[src/hdl/lz5sd_pkg.sv]
`timescale 1ns / 1ps
// ----------------------------------------------------------------------------
// lz5sd_pkg
// Shared types and constants for the LZ5 stream decompressor.
// ----------------------------------------------------------------------------
package lz5sd_pkg;

  localparam int WINDOW_DEPTH_DEF = 1024;
  localparam int BEAT_BYTES       = 8;
  localparam int LEN_W            = 9;   // longest job is 263 bytes
  localparam int DIST_W           = 11;  // longest distance is 1024

  localparam logic [7:0] RUN_LEN_MASK  = 8'hE0;
  localparam logic [7:0] RUN_VAL_MASK  = 8'h1F;
  localparam logic [7:0] OFS_HI_MASK   = 8'hC0;
  localparam logic [7:0] COPY_LEN_MASK = 8'h3F;
  localparam int         RUN_LONG_ADD  = 8;
  localparam int         COPY_LONG_ADD = 3;
  localparam int         RECYCLE_SLICES = 4;

  // kind of output job started by one input byte
  typedef enum logic [1:0] {
    JOB_NONE,
    JOB_RUN,
    JOB_COPY
  } job_t;

  typedef enum logic [2:0] {
    ST_IDLE,
    ST_RUN,
    ST_COPY_RD,
    ST_COPY_WR,
    ST_EMIT
  } state_t;

  // controller -> datapath
  typedef struct packed {
    logic accept;  // take input byte, parse it
    logic gen;     // produce one output byte
    logic take;    // output beat handed off
  } cmd_t;

  // datapath -> controller
  typedef struct packed {
    job_t parse_kind;  // job the current input byte would start
    job_t job_kind;    // job in progress
    logic final_byte;  // one byte left in the job
    logic beat_full;   // beat buffer holds seven bytes
    logic job_done;    // job finished
  } status_t;

endpackage

[src/hdl/lz5sd_ctrl.sv]
`timescale 1ns / 1ps
// ----------------------------------------------------------------------------
// lz5sd_ctrl
// Sequencer: byte intake, run/copy byte generation and beat hand-off.
// ----------------------------------------------------------------------------
module lz5sd_ctrl (
  input  logic               clk,
  input  logic               rst,
  input  logic               in_valid,
  output logic               in_ready,
  output logic               out_valid,
  input  logic               out_ready,
  input  lz5sd_pkg::status_t st,
  output lz5sd_pkg::cmd_t    cmd
);

  lz5sd_pkg::state_t state, state_next;

  // state register
  always_ff @(posedge clk) begin
    if (rst) begin
      state <= lz5sd_pkg::ST_IDLE;
    end else begin
      state <= state_next;
    end
  end

  // next state and commands
  always_comb begin
    state_next = state;
    cmd        = '0;
    in_ready   = 1'b0;
    out_valid  = 1'b0;
    unique case (state)
      lz5sd_pkg::ST_IDLE: begin
        in_ready   = 1'b1;
        cmd.accept = in_valid;
        if (in_valid) begin
          unique case (st.parse_kind)
            lz5sd_pkg::JOB_RUN:  state_next = lz5sd_pkg::ST_RUN;
            lz5sd_pkg::JOB_COPY: state_next = lz5sd_pkg::ST_COPY_RD;
            default:             state_next = lz5sd_pkg::ST_IDLE;
          endcase
        end
      end
      lz5sd_pkg::ST_RUN: begin
        cmd.gen = 1'b1;
        if (st.final_byte || st.beat_full) begin
          state_next = lz5sd_pkg::ST_EMIT;
        end
      end
      lz5sd_pkg::ST_COPY_RD: begin
        // history read in flight
        state_next = lz5sd_pkg::ST_COPY_WR;
      end
      lz5sd_pkg::ST_COPY_WR: begin
        cmd.gen = 1'b1;
        if (st.final_byte || st.beat_full) begin
          state_next = lz5sd_pkg::ST_EMIT;
        end else begin
          state_next = lz5sd_pkg::ST_COPY_RD;
        end
      end
      lz5sd_pkg::ST_EMIT: begin
        out_valid = 1'b1;
        if (out_ready) begin
          cmd.take = 1'b1;
          if (st.job_done) begin
            state_next = lz5sd_pkg::ST_IDLE;
          end else if (st.job_kind == lz5sd_pkg::JOB_COPY) begin
            state_next = lz5sd_pkg::ST_COPY_RD;
          end else begin
            state_next = lz5sd_pkg::ST_RUN;
          end
        end
      end
      default: state_next = lz5sd_pkg::ST_IDLE;
    endcase
  end

endmodule

[config.mk]
export PLATFORM = sky130hd
export DESIGN_NAME = lz5sd_ctrl
export DESIGN_NICKNAME = d
export VERILOG_FILES = /design/src/hdl/lz5sd_pkg.sv /design/src/hdl/lz5sd_ctrl.sv
export SDC_FILE = /design/constraint.sdc
export NUM_CORES = 1
export LEC_CHECK = 0
export BUFFER_PORTS_ARGS = -buffer_cell sky130_fd_sc_hd__buf_2
export CORE_AREA = 3 3 40 42
export CTS_BUF_LIST = sky130_fd_sc_hd__clkbuf_16
export DETAILED_ROUTE_END_ITERATION = 8
export DIE_AREA = 0 0 43 45
export PLACE_DENSITY = 0.5
export SKIP_CTS_REPAIR_TIMING = 1
export SYNTH_ARGS = -nofsm -noshare
export SYNTH_HDL_FRONTEND = slang
export SYNTH_SLANG_ARGS = --single-unit
[constraint.sdc]
create_clock -name clk -period 1.56 [get_ports clk]
set_clock_uncertainty 0.1 [all_clocks]
set_input_delay 0.234 -clock clk [delete_from_list [all_inputs] [get_ports clk]]
set_output_delay 0.234 -clock clk [all_outputs]
set_load 0.03 [all_outputs]
==> results of run 1 <==
[metal layers]
metal | wire length (µm) | part of all wire | global-route usage | vias to the layer above
met1 | 293 | 0.43 | 0.0935 | 125
met3 | 56 | 0.082 | 0.0398 | 0
met4 | 0 | 0 | 0.0723 | 0
met2 | 331 | 0.49 | 0.132 | 10
li1 | - | - | - | 153
met5 | 0 | 0 | 0 | -
[cells in the final DEF (no fill, tap or decap), drive strengths merged, types with 2 or more instances in the layout]
master,n
and2b,2
inv,2
and2,2
nor2,4
buf,16
nor2b,2
nor3,2
a21oi,2
a211oi,2
o21ai,2
clkbuf,3
nor3b,2
dfxtp,3
[final cells by class]
type,count,area [µm²],area share
tap,15,18.8,0.0421
timing repair buffer,16,82.6,0.185
multi-input combinational,26,196,0.441
inverter,1,3.75,0.00843
sequential,3,65.1,0.146
clock inverter,1,3.75,0.00843
clock buffer,3,75.1,0.169
[cell families (layout without fill, tap and decap cells)]
| logic type | count (synthesis) | in the layout | share of synthesized area |
|---|---|---|---|
| AO/OA/AOI/OAI | 9 | 9 | 0.261 |
| buffers and inverters | 1 | 21 | 0.0151 |
| flip-flops | 3 | 3 | 0.241 |
| AND/OR/NAND/NOR | 17 | 17 | 0.482 |
[worst max path at each step]
stage	endpoint	slack [ns]	depth (start not counted)
finish	cmd[0]	0.05	3
global route	cmd[0]	0.004	3
CTS	cmd[0]	-0.08	3
detailed placement	cmd[0]	0.18	3
global placement	cmd[0]	0.16	3
floorplan	state[1]$_SDFFE_PP0P_	0.01	4
[stage by stage]
step | utilization | hold WS, ns | cells | setup TNS (ns) | worst slack (ns)
2_1_floorplan | - | 0.203 | 30 | 0 | 0.0132
3_3_place_gp | 0.281 | 0.338 | 61 | 0 | 0.164
3_5_place_dp | 0.281 | 0.339 | 61 | 0 | 0.178
4_1_cts | 0.343 | 0.107 | 65 | -0.130 | -0.0781
5_1_grt | 0.347 | 0.116 | 65 | 0 | 0.00419
6_report | 0.347 | 0.103 | 65 | 0 | 0.0478
[report_power, final]
part / leakage (nW) / internal, mW / switching, mW / total, mW
Combinational: 0.129 / 0.0424 / 0.0516 / 0.0940
Sequential: 0.0256 / 0.0816 / 0.0115 / 0.0932
Clock: 0.0423 / 0.330 / 0.0670 / 0.397
Total: 0.196 / 0.454 / 0.130 / 0.584
==> results.md, run 1 <==
- Result of the run: complete, no violations
- Ports placed on the boundary: 16
- Largest fanout on the critical path: 5
- Final setup vio count: 0
- Total inserted antenna cells: 0
- Seq/Total Area, Yosys: 0.241
- Skew-Pair Late Insertion Delay: around 0.22 ns
- Total of buffers placed on input and output ports: 15
- Top Registers: state x3
- Post-synthesis instance total: 30
- Avg WL per Cell: 10.5 µm
- Total wire length: between 600 and 700 µm
- CTS tree: built
- Layout overhead on the synthesized area: 78.9%
- Required time of the worst setup path: between 1 and 1.5 ns
- Clock edge transition at the registers on the reported setup and hold paths: approximately 0.03 ns
- Count of endpoints failing hold in the final timing report: 0
- Critical path's slowest cell: sky130_fd_sc_hd__dfxtp_1
- Largest net degree at the start of global routing: 9
- Min-Delay Endpoint: state[0]$_SDFFE_PP0P_
- Area of the core region: 1280 µm²
- Drt initial violations: 2
- Worst-path cell chain: nor3b_4 -> and2_4 -> buf_2
- Iteration count of the initial detailed-routing pass: 3
- Class of the most critical setup path: reg -> out
- DRC errors left: 0
- Worst path top cell family by delay: simple AND/OR/NAND/NOR gates
- Maximum clock path buffer count: 2
- Final critical-path share of the clock period: 0.969
- Count of maximum capacitance violations: 0
- Critical Path Start Type: flop
- Final Total Pwr: 0.584 mW
- Data arrival at the endpoint of the critical path: about 1.2 ns
- Number of cells traversed by the worst hold path: 2
- Number of fillers in the final layout: approximately 140
- Die X-Extent: 43 µm
- Unique masters post-synth: 20
- Setup repair after global routing missed its margin: no
- Number of routed nets with antenna violations: 0
- Share of flip-flops with an asynchronous set or reset after synthesis: 0
- Commonest register cell after synthesis: sky130_fd_sc_hd__dfxtp_1
- Largest cells by area after synthesis: sky130_fd_sc_hd__dfxtp_1 (24%), sky130_fd_sc_hd__nor3b_4 (7.5%), sky130_fd_sc_hd__and2b_2 (7.0%)
- Net count after synthesis: slightly above 40
- Reg2reg path depth: 4
- Via density per instance: roughly 4.4
- Worst max-slew margin expressed relative to the limit: 0.808
- Layout cell share with drive strength beyond 1: 0.560
- Post-route design area: 445 µm²
- HP Class: in -> reg
- Number of buffers and inverters on the critical path: 1
- FF-to-FF setup slack: between 0.2 and 0.3 ns
- Synthesized area per cell: between 8 and 9 µm²
- Syn Std Cell Area: 249 µm²
- Number of nets in the final layout: 62
- Die outline area: between 1500 and 2000 µm²
- Num rows: 13
- Peak supply drop: between 0.7 and 0.8 mV
- Final min period: 1.51 ns
- Leakage power figure: between 0.15 and 0.2 nW
- Flip-flop count of the largest register, all copies and words added: 3
- Delay of the slowest cell on the worst path: approximately 0.37 ns
- H-tree depth: 1
- Number of enable flip-flop cells after synthesis: 0
- Global route overflow: 0
- Vias in the first global route: 311
- Top cell types by occurrence after synthesis: sky130_fd_sc_hd__nor2_1 (4), sky130_fd_sc_hd__dfxtp_1 (3)
- Root buf cell: sky130_fd_sc_hd__clkbuf_16
- Dpl hpwl: between 500 and 600 µm
- Via count: around 290
- Initial antenna violation count: 0
- Slew at the pin closest to its max-slew limit: 0.287 ns
- Slew Viols, Final: 0
- Starting utilization of the core area: 0.194
- YS warnings: 0
- Die Y-Extent: ~45 µm
- Most frequently used cell type in the post-synthesis netlist: sky130_fd_sc_hd__nor2_1
- Number of buffers inserted during clock tree synthesis: 3
- Worst setup startpoint: state[1]$_SDFFE_PP0P_
- GRT Util Overall: 0.0873
- Power density normalized to cell area: about 1300 nW/µm²
- Top-area cell type share of the netlist area: 0.241
- Cell area after placement: roughly 360 µm²
- Startpoint of the most critical hold path: rst
- Num Clock Sinks: 3
- Crit path capture type: output port
- Critical register-to-register path endpoint: state[0]$_SDFFE_PP0P_
- Biggest register: state
- Wire length of the first global-routing pass: roughly 1200 µm
- Final GP Congestion: 0.721
- Post-synth top area cell: sky130_fd_sc_hd__dfxtp_1
- Maximum clock frequency: 0.661 GHz
- #FFs+latches synth: 3
- Reg-to-Reg Start: state[1]$_SDFFE_PP0P_
Note: power is estimated with default switching activity, not from simulation.
==> run 2: changes to the inputs <==
- SETUP_SLACK_MARGIN: default -> 0.3
==> run 2 against run 1 <==
Compared with the run above:
- total power rose by 2.2%
- die area did not move
- via count rose by 5.6%
- first-iteration DRC count did not move
==> results.md, run 2 (synthesis gave the netlist of run 1 again) <==
- Avg WL per Cell: 11.6 µm
- Dpl ws: 0.204 ns
- Required time of the worst setup path: approximately 1.2 ns
- Power density normalized to cell area: 1260 nW/µm²
- GRT Util Overall: 0.0899
- Layout cell share with drive strength beyond 1: 0.600
- Die outline area: around 1900 µm²
- Flip-flop count of the largest register, all copies and words added: 3
- Slew at the pin closest to its max-slew limit: 0.230 ns
- Largest fanout on the critical path: 7
- Total wire length: 752 µm
- Num Clock Sinks: 3
- Worst max-slew margin expressed relative to the limit: 0.847
- Via count: approximately 300
- Area of the core region: ~1300 µm²
- Vias in the first global route: 306
- Final Total Pwr: roughly 0.60 mW
- Crit path capture type: output port
- Final critical-path share of the clock period: 0.976
- Leakage power figure: around 0.2 nW
- Setup slack of the critical path after layout: 0.0371 ns
- Iteration count of the initial detailed-routing pass: 3
- Number of routed nets with antenna violations: 0
- DRC errors left: 0
- Commonest cells after routing, fill and taps aside: sky130_fd_sc_hd__buf_2 (11), sky130_fd_sc_hd__nor2_1 (4), sky130_fd_sc_hd__clkbuf_16 (3), sky130_fd_sc_hd__buf_6 (3)
- Count of maximum capacitance violations: 0
- Die X-Extent: 43 µm
- Final setup vio count: 0
- H-tree depth: 1
- Die Y-Extent: roughly 45 µm
- Top Registers: state x3
- Dpl hpwl: approximately 570 µm
- Layout overhead on the synthesized area: 91.0%
- Maximum clock path buffer count: 2
- Peak supply drop: roughly 0.77 mV
- Slew Viols, Final: 0
- Post-route design area: between 400 and 500 µm²
- Number of fillers in the final layout: approximately 130
- Starting utilization of the core area: 0.194
- Largest net degree at the start of global routing: 9
- Global route overflow: 0
- Critical Path Start Type: flop
- Via density per instance: 4.68
- Drt initial violations: 2
- Most common library cell in the layout ignoring fill and taps: sky130_fd_sc_hd__buf_2
- Total of buffers placed on input and output ports: 15
- Cell area after placement: 359 µm²
- Data arrival at the endpoint of the critical path: around 1.2 ns
- Worst-case hold slack: between 0.1 and 0.15 ns
- Count of endpoints failing hold in the final timing report: 0
- Ports placed on the boundary: 16
- Setup repair after global routing missed its margin: yes
- Initial antenna violation count: 0
- Wire length of the first global-routing pass: around 1300 µm
- Number of nets in the final layout: 62
- Result of the run: complete, no violations
- Clock edge transition at the registers on the reported setup and hold paths: 0.03 ns
- Final min period: approximately 1.5 ns
- Class of the most critical setup path: reg -> out
- CTS tree: built
- Maximum clock frequency: 0.657 GHz
- Num rows: 13
- Root buf cell: sky130_fd_sc_hd__clkbuf_16
- Total inserted antenna cells: 0
- Skew-Pair Late Insertion Delay: ~0.22 ns
- Biggest register: state
- HP Class: in -> reg
- Number of buffers inserted during clock tree synthesis: 3
- Final GP Congestion: 0.793
[run 2: changes by cell type in the layout (fill, tap and decap cells not counted)]
| cell | delta |
|---|---|
| sky130_fd_sc_hd__a211oi_1 | -1 |
| sky130_fd_sc_hd__a211oi_2 | +1 |
| sky130_fd_sc_hd__buf_2 | -4 |
| sky130_fd_sc_hd__buf_4 | +1 |
| sky130_fd_sc_hd__buf_6 | +3 |
| sky130_fd_sc_hd__dfxtp_1 | -1 |
| sky130_fd_sc_hd__dfxtp_4 | +1 |
[run 2: power by group]
group          internal (mW)  switching, mW
combinational         0.0526         0.0546
clock                  0.330         0.0662
sequential            0.0813         0.0121
[run 2: per-layer routing]
| metal | track usage | routed length, µm | up-vias |
|---|---|---|---|
| li1 | - | - | 152 |
| met1 | 0.108 | 344 | 140 |
| met2 | 0.129 | 343 | 10 |
| met3 | 0.0438 | 52 | 2 |
| met4 | 0.0542 | 10 | 0 |
| met5 | 0 | 0 | - |
[run 2: final cells by class]
class,count,area [µm²],share of cell area
sequential,3,68.8,0.145
clock buffer,3,75.1,0.158
clock inverter,1,3.75,0.00789
multi-input combinational,26,201,0.424
inverter,1,3.75,0.00789
tap,15,18.8,0.0395
timing repair buffer,16,104,0.218
[run 2: metrics by stage]
| step | TNS, ns | utilization | std cells |
|---|---|---|---|
| global route | -0.000709 | 0.370 | 65 |
| global placement | 0 | 0.279 | 60 |
| finish | 0 | 0.370 | 65 |
| floorplan | 0 | - | 30 |
| CTS | -0.0327 | 0.341 | 64 |
| detailed placement | 0 | 0.279 | 60 |
[run 2: final timing paths]
kind	startpoint	endpoint	slack [ns]	cells past startpoint
max	state[2]$_SDFFE_PP0P_	cmd[0]	0.04	3
min	rst	state[0]$_SDFFE_PP0P_	0.11	2
max reg2reg	state[2]$_SDFFE_PP0P_	state[0]$_SDFFE_PP0P_	0.27	4
min reg2reg	state[0]$_SDFFE_PP0P_	state[0]$_SDFFE_PP0P_	0.45	2
[run 2: worst max-delay path, cell delays in order (launching register included)]
cell	delay (ns)
sky130_fd_sc_hd__dfxtp_4	0.38
sky130_fd_sc_hd__nor3b_4	0.26
sky130_fd_sc_hd__and2_4	0.20
sky130_fd_sc_hd__buf_6	0.13
